**src/hw/rtl/ppf_pkg.sv**
```systemverilog
// ----------------------------------------------------------------------------
// ppf_pkg
// Shared types and constants of the pixel packet framer.
// ----------------------------------------------------------------------------
package ppf_pkg;

	localparam int PAD_W       = 6;
	localparam int QUEUE_DEPTH = 4;
	localparam int QPTR_W      = 2;
	localparam int QCNT_W      = 3;
	localparam int CFG_IDX_W   = 1;
	localparam int SIZE_W      = 11;

	localparam logic [CFG_IDX_W-1:0] REG_WIDTH  = 1'd0;
	localparam logic [CFG_IDX_W-1:0] REG_HEIGHT = 1'd1;

	localparam logic [1:0] KIND_ADDR = 2'd0;
	localparam logic [1:0] KIND_PIX  = 2'd1;
	localparam logic [1:0] KIND_CKS  = 2'd2;
	localparam logic [1:0] KIND_TERM = 2'd3;

	localparam logic [7:0] TERM_BYTE = 8'd128;

	// One classified pixel: everything the emitter needs to send its bytes.
	typedef struct packed {
		logic             hdr;
		logic [23:0]      addr;
		logic [7:0]       pix;
		logic [PAD_W-1:0] pad;
		logic             cks;
		logic [7:0]       cks_val;
		logic             term;
	} cmd_t;

endpackage

```
**src/hw/rtl/ppf_classifier.sv**
```systemverilog
// ----------------------------------------------------------------------------
// ppf_classifier
// Holds the size registers and frame position, and turns each pixel into a
// command for the emitter.
// ----------------------------------------------------------------------------
module ppf_classifier import ppf_pkg::*; #(
	parameter int PIXELS_PER_PACKET = 12
) (
	input  logic                 clk,
	input  logic                 arst_n,
	input  logic                 cfg_valid,
	input  logic [CFG_IDX_W-1:0] cfg_index,
	input  logic [SIZE_W-1:0]    cfg_data,
	input  logic                 pix_valid,
	input  logic [23:0]          pix_data,
	input  logic                 queue_full,
	output logic                 pix_ready,
	output logic                 push,
	output cmd_t                 cmd
);

	localparam int SLOT_W = $clog2(PIXELS_PER_PACKET + 1);
	localparam logic [SLOT_W-1:0] PPP_S = SLOT_W'(PIXELS_PER_PACKET);

	logic [SIZE_W-1:0] width_q;
	logic [SIZE_W-1:0] height_q;
	logic [9:0]        col_q;
	logic [9:0]        row_q;
	logic [SLOT_W-1:0] slot_q;
	logic [7:0]        cks_q;

	logic [SIZE_W-1:0] w;
	logic [SIZE_W-1:0] h;
	logic              col_end;
	logic              frame_end;
	logic [SLOT_W-1:0] slot_nxt;
	logic [19:0]       sum_b;
	logic [23:0]       addr;
	logic [7:0]        pix;
	logic [7:0]        base;
	logic              hdr;

	assign pix_ready = !queue_full;
	assign push      = pix_valid && !queue_full;

	always_comb begin
		w = (width_q == '0) ? SIZE_W'(1) :
			(width_q > SIZE_W'(1024)) ? SIZE_W'(1024) : width_q;
		h = (height_q == '0) ? SIZE_W'(1) :
			(height_q > SIZE_W'(1024)) ? SIZE_W'(1024) : height_q;
		col_end   = ({1'b0, col_q} + SIZE_W'(1)) >= w;
		frame_end = col_end && (({1'b0, row_q} + SIZE_W'(1)) >= h);
		hdr       = (slot_q == '0);
		slot_nxt  = slot_q + SLOT_W'(1);
		sum_b     = {1'b0, col_q, 9'd0} + {10'd0, row_q};
		if (w == SIZE_W'(640)) begin
			addr = {col_q, row_q, 4'd0};
		end else begin
			addr = {sum_b[17:0], 6'd0};
		end
		pix  = {pix_data[7:5], pix_data[15:13], pix_data[23:22]};
		base = hdr ? (addr[23:16] ^ addr[15:8] ^ addr[7:0]) : cks_q;
		cmd.hdr     = hdr;
		cmd.addr    = addr;
		cmd.pix     = pix;
		cmd.pad     = frame_end ? PAD_W'(PPP_S - slot_nxt) : '0;
		cmd.cks     = frame_end || (slot_nxt == PPP_S);
		cmd.cks_val = base ^ pix;
		cmd.term    = frame_end;
	end

	always_ff @(posedge clk or negedge arst_n) begin
		if (!arst_n) begin
			width_q  <= SIZE_W'(640);
			height_q <= SIZE_W'(480);
			col_q    <= '0;
			row_q    <= '0;
			slot_q   <= '0;
			cks_q    <= '0;
		end else begin
			if (cfg_valid) begin
				if (cfg_index == REG_WIDTH) begin
					width_q <= cfg_data;
				end else begin
					height_q <= cfg_data;
				end
			end
			if (push) begin
				col_q <= col_end ? '0 : col_q + 10'd1;
				if (frame_end) begin
					row_q <= '0;
				end else if (col_end) begin
					row_q <= row_q + 10'd1;
				end
				if (cmd.cks) begin
					slot_q <= '0;
					cks_q  <= '0;
				end else begin
					slot_q <= slot_nxt;
					cks_q  <= cmd.cks_val;
				end
			end
		end
	end

`ifndef SYNTH
	a_slot_range: assert property (@(posedge clk) disable iff (!arst_n)
		slot_q < PPP_S)
		else $error("packet slot out of range");
`endif

endmodule

```
**src/hw/rtl/ppf_queue.sv**
```systemverilog
// ----------------------------------------------------------------------------
// ppf_queue
// Short command queue between the classifier and the emitter.
// ----------------------------------------------------------------------------
module ppf_queue import ppf_pkg::*; (
	input  logic clk,
	input  logic arst_n,
	input  logic push,
	input  cmd_t push_cmd,
	input  logic pop,
	output logic full,
	output logic head_valid,
	output cmd_t head
);

	cmd_t              mem_q [QUEUE_DEPTH];
	logic [QPTR_W-1:0] wr_ptr_q;
	logic [QPTR_W-1:0] rd_ptr_q;
	logic [QCNT_W-1:0] count_q;

	assign full       = (count_q == QCNT_W'(QUEUE_DEPTH));
	assign head_valid = (count_q != '0);
	assign head       = mem_q[rd_ptr_q];

	always_ff @(posedge clk) begin
		if (push) begin
			mem_q[wr_ptr_q] <= push_cmd;
		end
	end

	always_ff @(posedge clk or negedge arst_n) begin
		if (!arst_n) begin
			wr_ptr_q <= '0;
			rd_ptr_q <= '0;
			count_q  <= '0;
		end else begin
			if (push) begin
				wr_ptr_q <= wr_ptr_q + QPTR_W'(1);
			end
			if (pop) begin
				rd_ptr_q <= rd_ptr_q + QPTR_W'(1);
			end
			case ({push, pop})
				2'b10:   count_q <= count_q + QCNT_W'(1);
				2'b01:   count_q <= count_q - QCNT_W'(1);
				default: count_q <= count_q;
			endcase
		end
	end

`ifndef SYNTH
	a_count_bound: assert property (@(posedge clk) disable iff (!arst_n)
		count_q <= QCNT_W'(QUEUE_DEPTH))
		else $error("queue count overflow");
	a_pop_nonempty: assert property (@(posedge clk) disable iff (!arst_n)
		pop |-> head_valid)
		else $error("pop from empty queue");
`endif

endmodule

```
**src/hw/rtl/ppf_emitter.sv**
```systemverilog
// ----------------------------------------------------------------------------
// ppf_emitter
// Walks each command through the address, pixel, pad, checksum and terminator
// bytes it carries, one per cycle unless stalled, into a registered output.
// ----------------------------------------------------------------------------
module ppf_emitter import ppf_pkg::*; (
	input  logic       clk,
	input  logic       arst_n,
	input  logic       head_valid,
	input  cmd_t       head,
	output logic       pop,
	output logic       m_tvalid,
	input  logic       m_tready,
	output logic [7:0] m_tdata,
	output logic [1:0] m_tuser,
	output logic       m_tlast
);

	typedef enum logic [2:0] {
		PH_A2,
		PH_A1,
		PH_A0,
		PH_PIX,
		PH_PAD,
		PH_CKS,
		PH_TERM
	} phase_t;

	phase_t     phase_q;
	logic       busy_q;
	cmd_t       cur_q;
	logic       out_valid_q;
	logic [7:0] out_byte_q;
	logic [1:0] out_kind_q;
	logic       out_last_q;

	cmd_t       src;
	cmd_t       src_nxt;
	phase_t     ph;
	phase_t     ph_nxt;
	logic       done;
	logic       adv;
	logic       go;
	logic [7:0] byte_c;
	logic [1:0] kind_c;

	always_comb begin
		adv     = !out_valid_q || m_tready;
		go      = adv && (busy_q || head_valid);
		pop     = adv && !busy_q && head_valid;
		src     = busy_q ? cur_q : head;
		ph      = busy_q ? phase_q : (head.hdr ? PH_A2 : PH_PIX);
		src_nxt = src;
		ph_nxt  = ph;
		done    = 1'b0;
		byte_c  = 8'd0;
		kind_c  = KIND_PIX;
		case (ph)
			PH_A2: begin
				byte_c = src.addr[23:16];
				kind_c = KIND_ADDR;
				ph_nxt = PH_A1;
			end
			PH_A1: begin
				byte_c = src.addr[15:8];
				kind_c = KIND_ADDR;
				ph_nxt = PH_A0;
			end
			PH_A0: begin
				byte_c = src.addr[7:0];
				kind_c = KIND_ADDR;
				ph_nxt = PH_PIX;
			end
			PH_PIX: begin
				byte_c = src.pix;
				kind_c = KIND_PIX;
				if (src.pad != '0) begin
					ph_nxt = PH_PAD;
				end else if (src.cks) begin
					ph_nxt = PH_CKS;
				end else if (src.term) begin
					ph_nxt = PH_TERM;
				end else begin
					done = 1'b1;
				end
			end
			PH_PAD: begin
				byte_c      = 8'd0;
				kind_c      = KIND_PIX;
				src_nxt.pad = src.pad - PAD_W'(1);
				ph_nxt      = (src.pad == PAD_W'(1)) ? PH_CKS : PH_PAD;
			end
			PH_CKS: begin
				byte_c = src.cks_val;
				kind_c = KIND_CKS;
				if (src.term) begin
					ph_nxt = PH_TERM;
				end else begin
					done = 1'b1;
				end
			end
			PH_TERM: begin
				byte_c = TERM_BYTE;
				kind_c = KIND_TERM;
				done   = 1'b1;
			end
			default: begin
				done = 1'b1;
			end
		endcase
	end

	always_ff @(posedge clk or negedge arst_n) begin
		if (!arst_n) begin
			phase_q     <= PH_A2;
			busy_q      <= 1'b0;
			out_valid_q <= 1'b0;
		end else begin
			if (go) begin
				out_valid_q <= 1'b1;
				out_byte_q  <= byte_c;
				out_kind_q  <= kind_c;
				out_last_q  <= done;
				busy_q      <= !done;
				phase_q     <= ph_nxt;
				cur_q       <= src_nxt;
			end else if (m_tready) begin
				out_valid_q <= 1'b0;
			end
		end
	end

	assign m_tvalid = out_valid_q;
	assign m_tdata  = out_byte_q;
	assign m_tuser  = out_kind_q;
	assign m_tlast  = out_last_q;

`ifndef SYNTH
	a_term_last: assert property (@(posedge clk) disable iff (!arst_n)
		(m_tvalid && m_tuser == KIND_TERM) |-> m_tlast)
		else $error("terminator byte not marked last");
	a_addr_not_last: assert property (@(posedge clk) disable iff (!arst_n)
		(m_tvalid && m_tuser == KIND_ADDR) |-> !m_tlast)
		else $error("address byte marked last");
`endif

endmodule

```
**src/hw/rtl/pixel_packet_framer_core.sv**
```systemverilog
// ----------------------------------------------------------------------------
// pixel_packet_framer_core
// Frames RGB pixels into address, pixel and checksum byte packets.
// ----------------------------------------------------------------------------
// The block takes one pixel per cycle while its four-entry command queue has
// room, and sends one output byte per cycle while m_tready does not stall it.
// A pixel gives one to PIXELS_PER_PACKET+5 bytes, so the emitter's byte rate
// sets the sustained rate: with twelve pixels per packet, sixteen bytes per
// twelve pixels, plus the pad and terminator bytes at a frame's end. Size
// registers take effect for the next pixel and should be written while the
// block is idle.
// ----------------------------------------------------------------------------
module pixel_packet_framer_core import ppf_pkg::*; #(
	parameter int PIXELS_PER_PACKET = 12
) (
	input  logic                 clk,
	input  logic                 arst_n,
	input  logic                 cfg_valid,
	output logic                 cfg_ready,
	input  logic [CFG_IDX_W-1:0] cfg_index,
	input  logic [SIZE_W-1:0]    cfg_data,
	input  logic                 s_tvalid,
	output logic                 s_tready,
	input  logic [23:0]          s_tdata,   // red [7:0], green [15:8], blue [23:16]
	output logic                 m_tvalid,
	input  logic                 m_tready,
	output logic [7:0]           m_tdata,   // out_byte [7:0]
	output logic [1:0]           m_tuser,   // byte_kind [1:0]
	output logic                 m_tlast
);

	logic push;
	logic pop;
	logic full;
	logic head_valid;
	cmd_t push_cmd;
	cmd_t head;

	assign cfg_ready = 1'b1;

	ppf_classifier #(
		.PIXELS_PER_PACKET(PIXELS_PER_PACKET)
	) u_classifier (
		.clk       (clk),
		.arst_n    (arst_n),
		.cfg_valid (cfg_valid),
		.cfg_index (cfg_index),
		.cfg_data  (cfg_data),
		.pix_valid (s_tvalid),
		.pix_data  (s_tdata),
		.queue_full(full),
		.pix_ready (s_tready),
		.push      (push),
		.cmd       (push_cmd)
	);

	ppf_queue u_queue (
		.clk       (clk),
		.arst_n    (arst_n),
		.push      (push),
		.push_cmd  (push_cmd),
		.pop       (pop),
		.full      (full),
		.head_valid(head_valid),
		.head      (head)
	);

	ppf_emitter u_emitter (
		.clk       (clk),
		.arst_n    (arst_n),
		.head_valid(head_valid),
		.head      (head),
		.pop       (pop),
		.m_tvalid  (m_tvalid),
		.m_tready  (m_tready),
		.m_tdata   (m_tdata),
		.m_tuser   (m_tuser),
		.m_tlast   (m_tlast)
	);

endmodule
```
**config.mk**
```make
export PLATFORM = sky130hd
export DESIGN_NAME = pixel_packet_framer_core
export DESIGN_NICKNAME = d
export VERILOG_FILES = /design/src/hw/rtl/ppf_pkg.sv /design/src/hw/rtl/ppf_classifier.sv /design/src/hw/rtl/ppf_queue.sv /design/src/hw/rtl/ppf_emitter.sv /design/src/hw/rtl/pixel_packet_framer_core.sv
export SDC_FILE = /design/constraint.sdc
export NUM_CORES = 1
export LEC_CHECK = 0
export BUFFER_PORTS_ARGS = -buffer_cell sky130_fd_sc_hd__buf_4
export CORE_MARGIN = 4
export CORE_UTILIZATION = 50
export DETAILED_ROUTE_END_ITERATION = 8
export PLACE_DENSITY = 0.77
export SLEW_MARGIN = 20
export SYNTH_ARGS = -nofsm -noshare
export SYNTH_HDL_FRONTEND = slang
export SYNTH_SLANG_ARGS = --single-unit
```
**constraint.sdc**
```tcl
create_clock -name clk -period 8.9 [get_ports clk]
set_input_delay 1.78 -clock clk [delete_from_list [all_inputs] [get_ports clk]]
set_output_delay 1.78 -clock clk [all_outputs]
set_load 0.02 [all_outputs]
```
==> qor.yml <==
grtUsageTotal: 0.183
slowest_stage: "nor2_1"
vdd_ir_drop_max_mv: 0.160
cts_buffers: 31
cts_setup_buffers: 0
holdBufCountCts: 0
ant_nets: 0
hp-class: "register to register"
yosys.cell_types.count: 65
synth_top_area_frac: 0.505
crit_chain: "or4_1 > or4_1 > a21oi_1 > ha_1 > nor3b_1 > o21a_1 > o211ai_1 > nand2_1 > a2bb2oi_1 > buf_4 > nor2_1 > a22o_1"
finalMaxSlewViolations: 0
dpl_worst_slack_ns: 4.80
die_h_um: 175
yosys_warnings: 0
finalNetCount: 1081
final_cell_mix: "235 x edfxtp_1, 87 x nand2_1, 60 x mux2_2"
required_ns: 9.39
wl_per_cell_um: 19.9
grt_pass1_wl_um: 45200
clk_pin_slew_worst_paths_ns: 0.07
fin_setup_tns_ns: 0
avgSynthCellArea_um2: 14.4
crit_arrival_ns: 4.50
drt-initial-drc-count: 713
power_density_nw_per_um2: 338
hpwl_um: 17500
cts_resized: 0
switching_share: 0.322
clkPwrFrac: 0.254
fin_ws_ns: 4.89
synth-async-reset-ratio: 0.219
placed_cell_area_um2: 14600
maxSlewHeadroom: 0.347
synth_flop_cell: "edfxtp_1"
totalWireLength_um: 27800
power_leakage_uw: 0.00572
die_area_um2: 30700
finClkSkew_ns: 0.0211
slowest_delay_ns: 0.75
mostFrequentLayoutCell: "edfxtp_1"
drive_above_1_share: 0.217
maxCapViolations: 0
yosysTopAreaCell: "edfxtp_1"
endpoint_kind: "register"
power.net_switching_uw: 1710
max_freq_mhz: 249
clk_path_buf_depth: 3
synth_seq_cells: 301
area_growth_pct: 12.2
rows: 60
num_io_pins: 55
synth_fp_nets: 1049
synthCells: 970
synth.yosys.seq_area_share: 0.623
hold_violations: 0
drcViolationCount: 0
cp_common_cell: "or4_1"
ys_top_cells_by_area: "edfxtp_1 50%, dfrtp_1 11%, mux4_2 7.1%"
final_cell_area_um2: 15700
clock_latency_ns: 0.57
cp-start-kind: "register"
coreArea_um2: 27300
synth_area_um2: 14000
start_util: 0.513
cts_sinks: 301
cts_tree: "done"
holdWs_ns: 0.514
cts_max_level: 1
status: "finished, final reports clean"
dr.pass1.iters: 5
rsz0062_at_grt: "false"
finalSetupViolCount: 0
die_width_um: 175
final_util: 0.576
synth_edf_count: 235
grt_max_degree: 73
vias_per_cell: 5.75
cts_root_buf: "clkbuf_16"
antenna_cells: 0
io_buffers: 37
fin_crit_sh: 0.451
finalCriticalPeriod_ns: 4.01
vias: 8039
crit_type: "register to register"
place.gp.congestion: 0.844
antenna_found_initial: 1
seqPwrFrac: 0.422
overflow: 0
grt_pass1_vias: 8222
tightestPinTransition_ns: 0.976
internal_power_uw: 3600
path_max_fanout: 11
combPwrFrac: 0.324
==> layout make-up <==
| class | count | area (um2) |
|---|---|---|
| inverters | 33 | 124 |
| fillers | 2063 | 11600 |
| flip-flops and latches | 301 | 8720 |
| well taps | 372 | 465 |
| repair buffers | 49 | 368 |
| clock buffers | 39 | 816 |
| clock inverters | 18 | 251 |
| multi-input cells | 586 | 4940 |
==> per-layer routing <==
metal / GRT usage / part of all wire / vias up
met1: 0.258 / 0.45 / 4027
met3: 0.0335 / 0.054 / 47
met5: 0.00160 / 0.00047 / -
li1: - / - / 3747
met2: 0.298 / 0.47 / 216
met4: 0.0478 / 0.025 / 2
==> sequential cells by signal, indices dropped and copies added, names as in the netlist <==
signal / cells
u_queue.count_q: 3
u_emitter.m_tvalid: 1
u_classifier.col_q: 10
u_classifier.height_q: 11
u_classifier.slot_q: 4
u_classifier.cks_q: 8
u_emitter.m_tlast: 1
u_emitter.m_tdata: 8
u_emitter.cur_q: 48
u_queue.mem_q: 176
u_classifier.row_q: 10
u_emitter.busy_q: 1
u_queue.rd_ptr_q: 2
u_classifier.width_q: 11
u_emitter.phase_q: 3
u_emitter.m_tuser: 2
u_queue.wr_ptr_q: 2
==> power by group through the flow <==
stage | registers (uW) | logic (uW) | clock network [uW]
floorplan | 2170 | 1320 | 0
global placement | 2240 | 1670 | 0
detailed placement | 2270 | 1720 | 0
CTS | 2240 | 1740 | 1370
global route | 2280 | 1900 | 1430
finish | 2240 | 1720 | 1350
==> worst paths after layout <==
path	startpoint	to	slack [ns]	cells past startpoint
worst max-delay path	u_classifier.width_q[1]$_DFFE_PN0P_	u_classifier.cks_q[5]$_DFFE_PN0P_	4.89	12
worst min-delay path	u_classifier.cks_q[4]$_DFFE_PN0P_	u_classifier.cks_q[4]$_DFFE_PN0P_	0.51	1
worst max register to register	u_classifier.width_q[1]$_DFFE_PN0P_	u_classifier.cks_q[5]$_DFFE_PN0P_	4.89	12
worst min register to register	u_classifier.cks_q[4]$_DFFE_PN0P_	u_classifier.cks_q[4]$_DFFE_PN0P_	0.51	1
max in group asynchronous	arst_n	u_classifier.height_q[1]$_DFFE_PN0P_	6.94	1
min in group asynchronous	arst_n	u_queue.count_q[0]$_DFFE_PN0P_	1.30	1
==> through the flow <==
| step | total power, uW | std cells |
|---|---|---|
| 6_report | 5310 | 1398 |
| 5_1_grt | 5610 | 1398 |
| 4_1_cts | 5350 | 1398 |
| 3_5_place_dp | 3990 | 1341 |
| 3_3_place_gp | 3920 | 1341 |
| 2_1_floorplan | 3490 | 970 |
==> synth_stat cells (5+ instances only) <==
cell type / instances
and3_1: 6
nor2_1: 43
mux2_2: 60
xnor2_1: 39
buf_2: 6
nand3b_1: 5
a21oi_1: 15
o21ai_0: 43
or3_1: 7
nand2b_1: 9
nand4_1: 5
a31oi_1: 6
buf_1: 10
o22ai_1: 6
nor3_1: 10
o221ai_1: 7
dfrtp_1: 60
nand3_1: 16
nor2b_1: 6
nand2_1: 87
ha_1: 37
dfstp_2: 6
inv_1: 32
xor2_1: 19
mux2i_1: 26
nor4_1: 10
a22o_1: 14
clkbuf_1: 31
o31ai_1: 6
and2_1: 10
mux4_2: 44
edfxtp_1: 235
==> critical path: cells and delay by family, from the launching register on <==
kind,cells,cell delay [ns]
flops,1,0.39
simple gates,5,2.30
buf+inv,1,0.20
compound gates,5,0.80
fa+ha+maj,1,0.24
==> cells by family after synthesis <==
kind of cell / Yosys count / synth area share
buf+inv: 83 / 0.0242
mux: 131 / 0.139
compound gates: 134 / 0.0657
other cells: 1 / 0.000268
xor+xnor: 58 / 0.0363
fa+ha+maj: 38 / 0.0345
simple gates: 224 / 0.0767
flops: 301 / 0.623
Note: power is estimated with default switching activity, not from simulation.
